**src/wpms_pkg.sv**
```systemverilog
// wpms_pkg: shared widths and constants for the weighted pixel mean stack
// no dependencies
`timescale 1ns / 1ps
package wpms_pkg;
    localparam int IDX_W   = 16;
    localparam int VAL_W   = 24;
    localparam int WGT_W   = 16;
    localparam int ACC_W   = 52;
    localparam int TOT_W   = 28;
    localparam int PROD_W  = VAL_W + WGT_W + 1;
    localparam int QBITS   = 24;
    localparam int LATENCY = 29;

    localparam logic [WGT_W:0]   ONE_Q8  = 17'd256;
    localparam logic [VAL_W-1:0] MEAN_POS_LIM = 24'h7FFFFF;
    localparam logic [VAL_W-1:0] MEAN_NEG_LIM = 24'h800000;
    localparam logic [ACC_W-1:0] ACC_MAX = {1'b0, {(ACC_W-1){1'b1}}};
    localparam logic [ACC_W-1:0] ACC_MIN = {1'b1, {(ACC_W-1){1'b0}}};
    localparam logic [TOT_W-1:0] TOT_MAX = {TOT_W{1'b1}};
endpackage

```
**src/wpms_div.sv**
```systemverilog
// wpms_div: pipelined signed by unsigned divider, one quotient bit per stage
// depends on wpms_pkg
`timescale 1ns / 1ps
module wpms_div
    import wpms_pkg::*;
(
    input  logic                    clk,
    input  logic                    rst_n,
    input  logic                    in_vld,
    input  logic [IDX_W-1:0]        in_idx,
    input  logic signed [ACC_W-1:0] in_acc,
    input  logic [TOT_W-1:0]        in_tot,
    output logic                    out_vld,
    output logic [IDX_W-1:0]        out_idx,
    output logic [VAL_W-1:0]        out_mean,
    output logic                    out_ok
);
    // input register
    logic                    a_vld_reg;
    logic [IDX_W-1:0]        a_idx_reg;
    logic signed [ACC_W-1:0] a_acc_reg;
    logic [TOT_W-1:0]        a_tot_reg;
    // magnitude stage
    logic                    b_vld_reg;
    logic [IDX_W-1:0]        b_idx_reg;
    logic [ACC_W-1:0]        b_mag_reg;
    logic                    b_neg_reg;
    logic [TOT_W-1:0]        b_tot_reg;
    // bit stages, index 0 is the overflow check stage
    logic                    d_vld_reg  [QBITS+1];
    logic [IDX_W-1:0]        d_idx_reg  [QBITS+1];
    logic                    d_neg_reg  [QBITS+1];
    logic                    d_ovf_reg  [QBITS+1];
    logic                    d_zero_reg [QBITS+1];
    logic [TOT_W-1:0]        d_tot_reg  [QBITS+1];
    logic [TOT_W-1:0]        d_rem_reg  [QBITS+1];
    logic [QBITS-1:0]        d_low_reg  [QBITS+1];
    logic [QBITS-1:0]        d_q_reg    [QBITS+1];
    logic [ACC_W-1:0]        b_mag_next;
    logic [QBITS-1:0]        lim;
    logic [QBITS-1:0]        qsat;
    logic [VAL_W-1:0]        mean_next;
    logic                    out_vld_reg;
    logic [IDX_W-1:0]        out_idx_reg;
    logic [VAL_W-1:0]        out_mean_reg;
    logic                    out_ok_reg;

    assign b_mag_next = a_acc_reg[ACC_W-1] ? (~a_acc_reg + 1'b1) : a_acc_reg;

    always_ff @(posedge clk or negedge rst_n)
    begin
        if (!rst_n)
        begin
            a_vld_reg <= 1'b0;
            b_vld_reg <= 1'b0;
            d_vld_reg[0] <= 1'b0;
        end
        else
        begin
            a_vld_reg <= in_vld;
            b_vld_reg <= a_vld_reg;
            d_vld_reg[0] <= b_vld_reg;
        end
    end

    always_ff @(posedge clk)
    begin
        a_idx_reg <= in_idx;
        a_acc_reg <= in_acc;
        a_tot_reg <= in_tot;
        b_idx_reg <= a_idx_reg;
        b_mag_reg <= b_mag_next;
        b_neg_reg <= a_acc_reg[ACC_W-1];
        b_tot_reg <= a_tot_reg;
        d_idx_reg[0]  <= b_idx_reg;
        d_neg_reg[0]  <= b_neg_reg;
        d_ovf_reg[0]  <= (b_mag_reg[ACC_W-1:QBITS] >= b_tot_reg);
        d_zero_reg[0] <= (b_tot_reg == '0);
        d_tot_reg[0]  <= b_tot_reg;
        d_rem_reg[0]  <= b_mag_reg[ACC_W-1:QBITS];
        d_low_reg[0]  <= b_mag_reg[QBITS-1:0];
        d_q_reg[0]    <= '0;
    end

    for (genvar k = 1; k <= QBITS; k++)
    begin : g_bit
        logic [TOT_W:0] trial;
        logic           ge;
        logic [TOT_W:0] diff;
        assign trial = {d_rem_reg[k-1], d_low_reg[k-1][QBITS-1]};
        assign diff  = trial - {1'b0, d_tot_reg[k-1]};
        assign ge    = (trial >= {1'b0, d_tot_reg[k-1]});

        always_ff @(posedge clk or negedge rst_n)
        begin
            if (!rst_n)
            begin
                d_vld_reg[k] <= 1'b0;
            end
            else
            begin
                d_vld_reg[k] <= d_vld_reg[k-1];
            end
        end

        always_ff @(posedge clk)
        begin
            d_idx_reg[k]  <= d_idx_reg[k-1];
            d_neg_reg[k]  <= d_neg_reg[k-1];
            d_ovf_reg[k]  <= d_ovf_reg[k-1];
            d_zero_reg[k] <= d_zero_reg[k-1];
            d_tot_reg[k]  <= d_tot_reg[k-1];
            d_rem_reg[k]  <= ge ? diff[TOT_W-1:0] : trial[TOT_W-1:0];
            d_low_reg[k]  <= {d_low_reg[k-1][QBITS-2:0], 1'b0};
            d_q_reg[k]    <= {d_q_reg[k-1][QBITS-2:0], ge};
        end
    end

    // clamp to the signed result range, negate if negative, zero for a zero total
    always_comb
    begin
        lim = d_neg_reg[QBITS] ? MEAN_NEG_LIM : MEAN_POS_LIM;
        if (d_ovf_reg[QBITS] || (d_q_reg[QBITS] > lim))
        begin
            qsat = lim;
        end
        else
        begin
            qsat = d_q_reg[QBITS];
        end
        if (d_zero_reg[QBITS])
        begin
            mean_next = '0;
        end
        else
        begin
            mean_next = d_neg_reg[QBITS] ? (~qsat + 1'b1) : qsat;
        end
    end

    always_ff @(posedge clk or negedge rst_n)
    begin
        if (!rst_n)
        begin
            out_vld_reg <= 1'b0;
        end
        else
        begin
            out_vld_reg <= d_vld_reg[QBITS];
        end
    end

    always_ff @(posedge clk)
    begin
        out_idx_reg  <= d_idx_reg[QBITS];
        out_mean_reg <= mean_next;
        out_ok_reg   <= !d_zero_reg[QBITS];
    end

    assign out_vld  = out_vld_reg;
    assign out_idx  = out_idx_reg;
    assign out_mean = out_mean_reg;
    assign out_ok   = out_ok_reg;
endmodule

```
**config.mk**
```make
export PLATFORM = sky130hd
export DESIGN_NAME = wpms_div
export DESIGN_NICKNAME = d
export VERILOG_FILES = /design/src/wpms_pkg.sv /design/src/wpms_div.sv
export SDC_FILE = /design/constraint.sdc
export NUM_CORES = 2
export LEC_CHECK = 0
export ABC_AREA = 0
export CORE_UTILIZATION = 50
export DETAILED_ROUTE_END_ITERATION = 7
export DONT_BUFFER_PORTS = 1
export PLACE_DENSITY = 0.63
export SLEW_MARGIN = 5
export SYNTH_ARGS = -nofsm -noshare
export SYNTH_HDL_FRONTEND = slang
export SYNTH_SLANG_ARGS = --single-unit
```
**constraint.sdc**
```tcl
create_clock -name clk -period 7.5 [get_ports clk]
set_clock_uncertainty 0.2 [all_clocks]
set_input_delay 0.375 -clock clk [delete_from_list [all_inputs] [get_ports clk]]
set_output_delay 0.375 -clock clk [all_outputs]
set_load 0.05 [all_outputs]
```
==> results.py <==
metrics = {
    "clock_tree": {
        "cts.clk_slew.worst_paths_ns": 0.07,
        "clkLatencyLatePin_ns": 0.91,
        "cts_root_buffer": "clkbuf_16",
        "post_cts_resized": 0,
        "clockBufferDepth": 4,
        "cts.sinks": 2681,
        "cts_max_level": 5,
        "cts_tree": "done",
        "cts_buffers": 290,
    },
    "worst_setup_path": {
        "critPathKind": "reg2reg",
        "crit_path_max_fanout": 15,
        "r2r_slack_ns": 2.74,
        "critPathArrivalTime_ns": 5.40,
        "cp-start-kind": "register",
        "worstReg2RegStart": "d_neg_reg[24]",
        "crit_required_ns": 8.14,
        "reg2reg_depth": 19,
        "rr_endpoint": "out_mean[18]",
        "end_kind": "register",
    },
    "floorplan": {
        "initial_core_util": 0.503,
        "die_area_mm2": 0.198,
        "core_area_mm2": 0.195,
        "die_w_um": 445,
        "io_pins": 141,
        "core.rowCount": 162,
        "die_h_um": 445,
    },
    "synthesis": {
        "syn-instance-count": 9391,
        "synth_edf_count": 0,
        "synthesis.nets": 10200,
        "synth_most_common_cell": "dfxtp_1",
        "ys.flop_type": "dfxtp_1",
        "synth_top_cell_by_area": "dfxtp_1",
        "yosysUniqueCellTypes": 83,
        "ys_ff_latch": 2681,
        "avgSynthCellArea_um2": 10.4,
        "ys.warnings.count": 0,
        "syn_area_mm2": 0.0980,
        "synthArstFlopShare": 0.0104,
        "yosysTopAreaCellShare": 0.542,
        "synthTopCellsByCount": "dfxtp_1 (2653), inv_1 (917), ha_1 (726)",
        "yosysSeqAreaShare": 0.549,
        "synth.area.top_cells": "dfxtp_1 (54%), ha_1 (9.3%), inv_1 (3.5%)",
    },
    "sta": {
        "worstMarginPinSlew_ns": 1.09,
        "fin_crit_ns": 4.76,
        "worst_slack_ns": 2.74,
        "maxSlewHeadroom": 0.254,
        "setup_tns_ns": 0,
        "rsz0062_at_grt": "no",
        "slew_violations": 0,
        "final.period_utilization": 0.635,
        "hold_violations": 0,
        "setup_viol": 0,
        "fmax_mhz": 210,
    },
    "placed_design": {
        "gp_congestion": 0.958,
        "dp_hpwl_um": 173000,
        "place_ws_ns": 2.71,
        "port_buffers": 0,
    },
    "global_routing": {
        "grt_pass1_vias": 66200,
        "grt_pass1_wl_um": 354000,
        "antenna_found_initial": 15,
        "overflow": 0,
        "gr-usage-all-layers": 0.226,
        "grt_max_degree": 54,
    },
    "cells_and_area": {
        "nNetsFinal": 10600,
        "drive_gt1_frac": 0.0846,
        "area_growth_pct": 15.1,
        "diodes": 0,
        "fillCellCount": 16100,
        "seq_area_mm2": 0.0538,
        "multi_input_area_mm2": 0.0403,
        "fin_util": 0.579,
    },
    "drt": {
        "drc_errors": 1,
        "drt_iter0_markers": 3652,
        "wirelength_um": 227000,
        "wire_per_inst_um": 18.1,
        "dr.pass1.iters": 8,
        "postRouteAntennaNets": 0,
        "routed_via_density": 5.24,
        "via_count": 66000,
    },
    "hold_path": {
        "hp-start": "d_low_reg[0][162]",
        "holdPathStages": 0,
        "hp-class": "reg2reg",
        "hold_end": "d_low_reg[0][187]",
    },
    "power": {
        "power.density_mw_per_mm2": 484,
        "total_power_w": 0.0546,
        "p_leak_nw": 50.7,
        "vdd_drop_max_uv": 301,
    },
    "outcome": {
        "outcome": "finished, violations left",
        "violations": "DRC",
    },
    "flow_run": {
        "max_cap_violations": 0,
    },
}
[kinds of logic (layout without fill, tap and decap cells)]
| logic type | count (synthesis) | after routing | share of synthesized area |
|---|---|---|---|
| xor gates and xnor gates | 518 | 518 | 0.0463 |
| DFF | 2681 | 2681 | 0.549 |
| and+or+nand+nor | 1896 | 1896 | 0.0942 |
| adders and majority gates | 749 | 749 | 0.0974 |
| muxes | 290 | 290 | 0.0330 |
| AOI/OAI and AO/OA | 2194 | 2194 | 0.139 |
| buffers and inverters | 1063 | 1637 | 0.0409 |
[worst max-delay path, stage by stage, from the launching register on]
cell and delay, ns:
dfxtp_1 0.34, clkinv_1 0.37, buf_4 0.36, ha_1 0.31
nand4_1 0.12, o21ai_0 0.31, o32ai_1 0.14, o21bai_2 0.35
nand2_1 0.11, o21ai_0 0.15, ha_1 0.35, nand3b_1 0.18
nor4_1 0.28, buf_4 0.23, nand2_1 0.07, or4_1 0.41
nand3_1 0.09, o21a_1 0.12, o21ai_0 0.07, nor2_1 0.11
[where the power goes]
part / switching [W] / total (W) / internal [W]
sequential: 0.00213 / 0.0198 / 0.0177
clock: 0.00549 / 0.0144 / 0.00886
combinational: 0.0114 / 0.0205 / 0.00908
total: 0.0190 / 0.0546 / 0.0356
[layer usage]
layer	part of all wire	track usage	routed length [µm]	vias up
li1	-	-	-	33100
met1	0.41	0.256	93200	30700
met2	0.49	0.407	112000	1580
met3	0.042	0.0330	9520	560
met4	0.057	0.126	12900	2
met5	0.000057	0	13	-
[repair_timing]
action / 4_1_cts / 5_1_grt
hold endpoints to repair: 125 / 0
buffers inserted: 0 / 0
setup endpoints to repair: 0 / 0
hold buffers: 198 / 0
[placed cells by master, fill, tap and decap left out, drive strengths merged, types with 27 or more instances in the layout]
cell	n
dfxtp	2653
inv	926
ha	726
a21oi	677
o21ai	540
nor2	522
nand2	505
clkbuf	398
xnor2	345
a21o	295
mux2	263
dlygate4sd3	196
xor2	173
o21a	144
nand3	115
nor3	112
nand2b	99
nand4	94
nor2b	94
a211oi	78
a31oi	70
nor4	69
o31ai	64
or2	60
and3	58
o21bai	48
or3	48
clkinv	42
and2	32
bufinv	32
buf	32
dfrtp	28
or4	28
mux2i	27
[cell type report]
cell class | instances | share of cell area
Clock inverter | 93 | 0.0124
Multi-Input combinational cell | 5647 | 0.357
Sequential cell | 2681 | 0.477
Tap cell | 2624 | 0.0291
Inverter | 918 | 0.0305
Clock buffer | 398 | 0.0739
Timing Repair Buffer | 228 | 0.0197
[worst max path at each step]
stage,startpoint,to,slack (ns),cells past startpoint
after floorplan,d_neg_reg[24],out_mean[18],2.12,21
after CTS,d_neg_reg[24],out_mean[18],2.66,19
after global routing,d_neg_reg[24],out_mean[18],2.29,19
final,d_neg_reg[24],out_mean[18],2.74,19
after global placement,d_neg_reg[24],out_mean[18],2.74,19
after detailed placement,d_neg_reg[24],out_mean[18],2.71,19
[metrics by stage]
step	hold WS, ns	area, µm²	instances
after global placement	-0.120	101000	11900
final	0.0797	113000	12600
after floorplan	-0.121	98000	9391
after detailed placement	-0.120	101000	11900
after CTS	0.0779	113000	12600
after global routing	0.0745	113000	12600
(Power assumes the default switching activity.)
