### config.mk
export PLATFORM = sky130hd
export DESIGN_NAME = wpms_ram
export DESIGN_NICKNAME = d
export VERILOG_FILES = /design/src/wpms_ram.sv
export SDC_FILE = /design/constraint.sdc
export NUM_CORES = 1
export LEC_CHECK = 0
export ABC_CLOCK_PERIOD_IN_PS = 2150
export BUFFER_PORTS_ARGS = -buffer_cell sky130_fd_sc_hd__buf_2
export CORE_MARGIN = 1.5
export CORE_UTILIZATION = 49
export CTS_BUF_LIST = sky130_fd_sc_hd__clkbuf_16
export DETAILED_ROUTE_END_ITERATION = 12
export MAX_ROUTING_LAYER = met4
export PLACE_DENSITY = 0.69
export SYNTH_ARGS = -nofsm -noshare
export SYNTH_HDL_FRONTEND = slang
export SYNTH_SLANG_ARGS = --single-unit
export TNS_END_PERCENT = 30
### constraint.sdc
create_clock -name clk -period 2.15 [get_ports clk]
set_clock_uncertainty 0.1 [all_clocks]
set_input_delay 0.43 -clock clk [delete_from_list [all_inputs] [get_ports clk]]
set_output_delay 0.43 -clock clk [all_outputs]
set_load 0.02 [all_outputs]
### src/wpms_ram.sv
// wpms_ram: generic simple dual-port ram, one write and one registered read
// no dependencies
`timescale 1ns / 1ps
module wpms_ram #(
    parameter int WIDTH = 8,
    parameter int DEPTH = 16,
    parameter int AW    = (DEPTH > 1) ? $clog2(DEPTH) : 1
) (
    input  logic             clk,
    input  logic             we,
    input  logic [AW-1:0]    waddr,
    input  logic [WIDTH-1:0] wdata,
    input  logic [AW-1:0]    raddr,
    output logic [WIDTH-1:0] rdata
);
    logic [WIDTH-1:0] mem [DEPTH];

    always_ff @(posedge clk)
    begin
        if (we)
        begin
            mem[waddr] <= wdata;
        end
        rdata <= mem[raddr];
    end
endmodule

==> impl_results.md, run 1 <==
* Distinct cell type count after synthesis at 19
* Commonest cells after routing, fill and taps aside: edfxtp_1, buf_2, buf_4, mux4_2, clkbuf_16
* Sw frac at roughly 19%
* First-pass GRT wire length at ~15 mm
* Total die area at 0.0111 mm2
* Fmax at between 0.6 and 0.7 GHz
* Final TNS setup at 0 ns
* Hold Crit Class: primary input to flop
* Dpl hpwl at about 6.3 mm
* Via density at roughly 5.8
* Relative slew margins at between 70 and 80%
* RSZ-0062 raised after global routing: no
* Slowest CP cell: mux4_1
* Core area at ~0.01 mm2
* Worst stage delay on the critical path at about 0.60 ns
* Initial antenna violation count at 0
* Final GP Congestion at approximately 0.74
* Hold Vio Cnt, Final at 0
* IO Pins at 26
* Initial Util at 50.1%
* Post-synth net total at between 200 and 250
* Clock transition at the registers of the reported paths at 0.06 ns
* Number of buffers inserted by hold repair at cts at 0
* Number of nets still failing antenna checks after routing at 0
* Clk pwr share at ~48%
* Gr usage total at between 20% and 30%
* Worst slew pin tran at roughly 0.42 ns
* Post-CTS Resized at 0
* Hold endpoint: mem[6][0]
* TritonCTS Sinks at between 100 and 150
* Syn avg cell area at approximately 22 um2
* Final Instance Area at 0.00618 mm2
* Status: finished, final reports clean
* Antenna Cells at 0
* Most common cell after layout, fill and taps aside: edfxtp_1
* Port-buffer cells at 25
* Std cell rows at 37
* Mapped Area at just over 0.005 mm2
* DIE WIDTH at around 110 um
* Routed WL at ~9.9 mm
* Seq/Total Area, Yosys at ~78%
* Leakage at roughly 2.1 nW
* #FFs+latches synth at approximately 140
* Clk root buf: clkbuf_16
* Power share of the combinational group at between 4 and 5%
* Post-CTS Setup Bufs at 0
* Min cycle time layout at between 1.5 and 2 ns
* Crit path launch type: primary input
* Hold Crit Depth at 1
* Internal power at between 5 and 6 mW
* Final-report setup violation count at 0
* Fin. max-slew vios at 0
* Crit Path Class: primary input to flop
* Dpl cell area at roughly 0.0055 mm2
* Worst path top cell family by delay: multiplexers
* Ys Warns at 0
* Layout cells sized above 1 at between 30% and 40%
* Area growth, synth to finish at 20.1%
* DR iter-0 viols at 169
* Reg power frac at between 40% and 50%
* Vias in the first global route at between 2000 and 3000
* Fin util at between 60% and 70%
* Switching pwr at between 1 and 1.5 mW
* Tot Pwr at around 6.4 mW
* First drt pass iteration count at 5
* CTS tree: built
* Largest net degree at the start of global routing at 27
* Min-delay src: wdata[0]
* Buf/Inv on CP at 2
* Crit Reg-Reg Endpoint: rdata[5]
* Worst EP arrival at about 1.8 ns
* Mapped Cells at ~230
* Critical Path RT at 2.34 ns
* R2R Setup Slk at roughly 0.7 ns
* Worst path cell trace: buf_2 > buf_12 > mux4_1 > a22oi_1 > nand2_1
* Endpoint class of the critical path: flop
* Post-route DRC at 0
* Grt total ovfl at 0
* VDD IR-drop max at ~0.61 mV
* RR Startpoint: mem[8][5]
* PwrDens at around 1000 mW/mm2
* Die H at 105 um
* Avg WL per Cell at about 23 um
* Max Cap Violations at 0
* TritonCTS Buffers at 17
* Max clock buf depth at 2
* Nets@finish at around 300
* Htree depth at 4
* Critical Path Fanout Max at 25
* Reg2Reg Depth at 3
* Final worst path period share at 72.5%
* Vias at roughly 2500
* Clock latency on the worst-skew pair at roughly 0.41 ns
==> metal layers <==
layer / wire [um] / vias to the layer above / global-route usage, %
met5: 0 / - / -
met4: 213 / 0 / 8.01
met3: 576 / 21 / 5.13
met2: 4780 / 107 / 30.3
met1: 4300 / 1291 / 27.0
li1: - / 1086 / -
==> final cells by class <==
cell class              instances  area (um2)
clock buffers                  17         425
multi-input cells              83        1060
flip-flops and latches        136        4000
repair buffers                 47         315
fillers                       726        4100
clock inverters                15         210
well taps                     136         170
==> power by group through the flow <==
stage | Combinational [mW] | Clock, mW | Sequential [mW]
after CTS | 0.297 | 3.10 | 2.99
after floorplan | 0.150 | 0 | 3.05
after global placement | 0.289 | 0 | 3.04
after global routing | 0.317 | 3.21 | 2.99
after detailed placement | 0.295 | 0 | 3.04
final | 0.295 | 3.08 | 2.99
==> kinds of logic after synthesis <==
group | synth area share, %
DFF | 77.8
and+or+nand+nor | 3.18
muxes | 15.0
AOI/OAI and AO/OA | 2.33
buffers and inverters | 1.68
==> stage by stage <==
step / setup WS [ns] / std cells / hold WS [ns]
floorplan: 0.127 / 229 / 0.429
global placement: 0.211 / 402 / 0.555
detailed placement: 0.180 / 402 / 0.567
CTS: 0.572 / 434 / 0.293
global route: 0.507 / 434 / 0.305
finish: 0.592 / 434 / 0.302
==> sequential cells by signal (all words and copies together), names as in the netlist <==
signal,cells
rdata,8
mem,128
==> synth_stat cells <==
| cell type | count | share of area, % |
|---|---|---|
| nand2_1 | 9 | 0.66 |
| buf_6 | 3 | 0.66 |
| nand2b_1 | 2 | 0.24 |
| mux4_2 | 18 | 7.9 |
| clkdlybuf4s25_2 | 3 | 0.58 |
| a22oi_1 | 16 | 2.3 |
| nor2_1 | 13 | 0.95 |
| nand3b_1 | 2 | 0.29 |
| nor3_1 | 4 | 0.39 |
| and2_1 | 1 | 0.12 |
| edfxtp_1 | 128 | 75 |
| or3b_2 | 1 | 0.17 |
| nand3_1 | 1 | 0.097 |
| nor2b_1 | 1 | 0.12 |
| dfxtp_1 | 8 | 3.1 |
| buf_2 | 3 | 0.29 |
| mux4_1 | 14 | 7.1 |
| and2b_1 | 1 | 0.15 |
| buf_4 | 1 | 0.15 |
==> how the worst max path moves through the flow <==
stage | startpoint | endpoint | cells past startpoint
floorplan | waddr[2] | mem[0][0] | 2
global placement | raddr[0] | rdata[4] | 5
detailed placement | raddr[0] | rdata[5] | 5
CTS | raddr[0] | rdata[5] | 5
global route | raddr[0] | rdata[5] | 5
finish | raddr[0] | rdata[5] | 5
Note: power is estimated with default switching activity, not from simulation.
==> run 2, diff against run 1 <==
- ABC_CLOCK_PERIOD_IN_PS: 2150 -> 1280
- PLACE_DENSITY: 0.69 -> 0.72
- clock period: 2.15 -> 1.28 ns (I/O delays scaled with it)
==> impl_results.md, run 2 (synthesized netlist as in run 1, its figures left out) <==
* Largest net degree at the start of global routing at 19 (was 27)
* Endpoint class of the critical path: flop (unchanged)
* Leakage at 2.14 nW (was 2.13 nW)
* Worst EP arrival at 1.53 ns (was 1.75 ns)
* Post-CTS Setup Bufs at 0 (unchanged)
* DR iter-0 viols at 168 (was 169)
* Clock transition at the registers of the reported paths at 0.05 ns (was 0.06 ns)
* Number of nets still failing antenna checks after routing at 0 (unchanged)
* Largest Register: mem (unchanged)
* Placed insts at 414 (was 402)
* Commonest cells after routing, fill and taps aside: edfxtp_1, mux4_2, buf_4, buf_2, clkbuf_16 (was edfxtp_1, buf_2, buf_4, mux4_2, clkbuf_16)
* Hold Vio Cnt, Final at 0 (unchanged)
* Gr usage total at 19.4% (was 20.2%)
* Final GP Congestion at 0.717 (was 0.737)
* Worst path cell trace: mux4_2 > a22oi_2 > nand2_1 (was buf_2 > buf_12 > mux4_1 > a22oi_1 > nand2_1)
* Vias in the first global route at 2498 (was 2573)
* R2R Setup Slk at -0.07 ns (was 0.70 ns)
* Max clock buf depth at 2 (unchanged)
* Fmax at 0.743 GHz
* TritonCTS Sinks at 136 (unchanged)
* Number of buffers inserted by hold repair at cts at 0 (unchanged)
* Initial antenna violation count at 0 (unchanged)
* Slowest CP cell: mux4_2 (was mux4_1)
* Final worst path period share at 105%
* Grt total ovfl at 0 (unchanged)
* Clock latency on the worst-skew pair at 0.40 ns (was 0.41 ns)
* Crit path launch: mem[11][2] (was raddr[0])
* Area growth, synth to finish at 21.9% (was 20.1%)
* Clk root buf: clkbuf_16 (unchanged)
* Crit Reg-Reg Endpoint: rdata[2] (was rdata[5])
* Reg power frac at 52.7% (was 47.0%)
* Pre-CTS setup slack at -0.503 ns (was 0.180 ns)
* Min cycle time layout at approximately 1.3 ns
* Crit path launch type: flop (was primary input)
* Total die area at 0.0111 mm2 (unchanged)
* TritonCTS Buffers at 17 (unchanged)
* Reg2Reg Depth at 3 (unchanged)
* Power share of the combinational group at 6.1% (was 4.6%)
* Worst slew pin tran at 0.896 ns (was 0.416 ns)
* Hold endpoint: mem[2][3] (was mem[6][0])
* Tot Pwr at 9.53 mW (was 6.36 mW)
* Hold Crit Depth at 1 (unchanged)
* DIE WIDTH at 105 um (unchanged)
* CTS tree: built (unchanged)
* Layout cells sized above 1 at 41.0% (was 31.5%)
* Clk pwr share at 41.2% (was 48.4%)
* First-pass GRT wire length at 14.5 mm (was 15.1 mm)
* Worst hold slack at 0.133 ns (was 0.302 ns)
* Die H at 105 um (unchanged)
* Post-route DRC at 0 (unchanged)
* Core area at 0.0103 mm2 (unchanged)
* Crit Path Class: flop to flop (was primary input to flop)
* Final-report setup violation count at 8 (was 0)
* Initial Util at 50.1% (unchanged)
* Switching pwr at 1.91 mW (was 1.23 mW)
* Status: finished with violations (was finished, final reports clean)
* VDD IR-drop max at 0.841 mV (was 0.609 mV)
* Nets@finish at 315 (was 303)
* Max Cap Violations at 0 (unchanged)
* Non-Filler Instances at 446 (was 434)
* Most common cell after layout, fill and taps aside: edfxtp_1 (unchanged)
* Violated checks: negative setup slack
* PwrDens at 1520 mW/mm2 (was 1030 mW/mm2)
* Sw frac at 20.0% (was 19.4%)
* Via density at 5.48 (was 5.77)
* Avg WL per Cell at 21.3 um (was 22.7 um)
* Port-buffer cells at 25 (unchanged)
* Std cell rows at 37 (unchanged)
* Internal power at 7.62 mW (was 5.13 mW)
* Htree depth at 4 (unchanged)
* Antenna Cells at 0 (unchanged)
* Critical Path Fanout Max at 1 (was 25)
* Routed WL at 9.50 mm (was 9.87 mm)
* Fill count at 731 (was 726)
* Vias at 2445 (was 2505)
* Relative slew margins at 40.0% (was 72.3%)
* Fin. max-slew vios at 0 (unchanged)
* Worst stage delay on the critical path at 0.48 ns (was 0.60 ns)
* Critical Path RT at 1.46 ns (was 2.34 ns)
* First drt pass iteration count at 4 (was 5)
* Largest register FFs at 128 (unchanged)
* RR Startpoint: mem[11][2] (was mem[8][5])
* Dpl hpwl at 6.15 mm (was 6.28 mm)
* RSZ-0062 raised after global routing: yes (was no)
* Largest regs: mem: 128 flops, rdata: 8 flops (unchanged)
* IO Pins at 26 (unchanged)
* Min-delay src: wdata[3] (was wdata[0])
* Hold Crit Class: primary input to flop (unchanged)
* Final Worst Setup Slack at -0.0654 ns (was 0.592 ns)
-- run 2: changes by cell type in the layout (fill, tap and decap cells not counted), moves of 3 or more --
cell        before  now
a22oi_1         16    6
a22oi_2          0   10
buf_12           2    9
buf_2           25   21
buf_4           20   27
bufinv_16        5    0
clkinvlp_4       3    0
inv_1            2    8
mux4_1          14    3
mux4_2          18   29
nor2_1          13   10
nor2_2           0    3
nor3_1           4    0
-- run 2: timing repair --
item | CTS | global route
pin swaps | 10 | 2
endpoints found under the setup margin | 11 | 10
resized for setup | 16 | 2
-- run 2: cell type report --
class                           count  area [um2]  area share, %
Clock buffer                       17         425           6.78
Clock inverter                     15        60.1          0.957
Multi-Input combinational cell     83        1110           17.7
Sequential cell                   136        4010           63.8
Tap cell                          136         170           2.71
Timing Repair Buffer               59         507           8.07
-- run 2: worst max path at each step --
stage                to  cells past startpoint  slack, ns
3_3_place_gp   rdata[3]                      6      -0.49
3_5_place_dp   rdata[3]                      6      -0.50
2_1_floorplan  rdata[4]                      5      -0.18
5_1_grt        rdata[1]                      3      -0.12
4_1_cts        rdata[4]                      3      -0.08
6_report       rdata[2]                      3      -0.07
-- run 2: per-stage QoR --
stage          utilization [%]  TNS, ns  cell area, um2
3_3_place_gp              55.8   -25.10            5730
3_5_place_dp              55.8   -27.79            5730
6_report                  61.1   -0.401            6280
5_1_grt                   61.1   -0.760            6280
4_1_cts                   61.0   -0.464            6270
2_1_floorplan                -    -9.45            5170
-- run 2: critical path, delay by kind of cell, from the launching register on --
family             cells  cell delay, ns
DFF                    1            0.36
and+or+nand+nor        1            0.10
AOI/OAI and AO/OA      1            0.19
muxes                  1            0.48
-- run 2: power groups by stage --
stage / combinational [mW] / clock [mW] / sequential (mW)
floorplan: 0.269 / 0 / 5.13
global placement: 0.543 / 0 / 5.10
detailed placement: 0.557 / 0 / 5.10
CTS: 0.590 / 3.99 / 5.02
global route: 0.623 / 4.17 / 5.02
finish: 0.582 / 3.93 / 5.02
-- run 2: layer usage --
metal / share of wire (%) / track usage [%]
met5: 0 / -
met4: 0.72 / 7.24
met3: 4.7 / 4.95
met2: 51 / 29.7
met1: 44 / 25.6
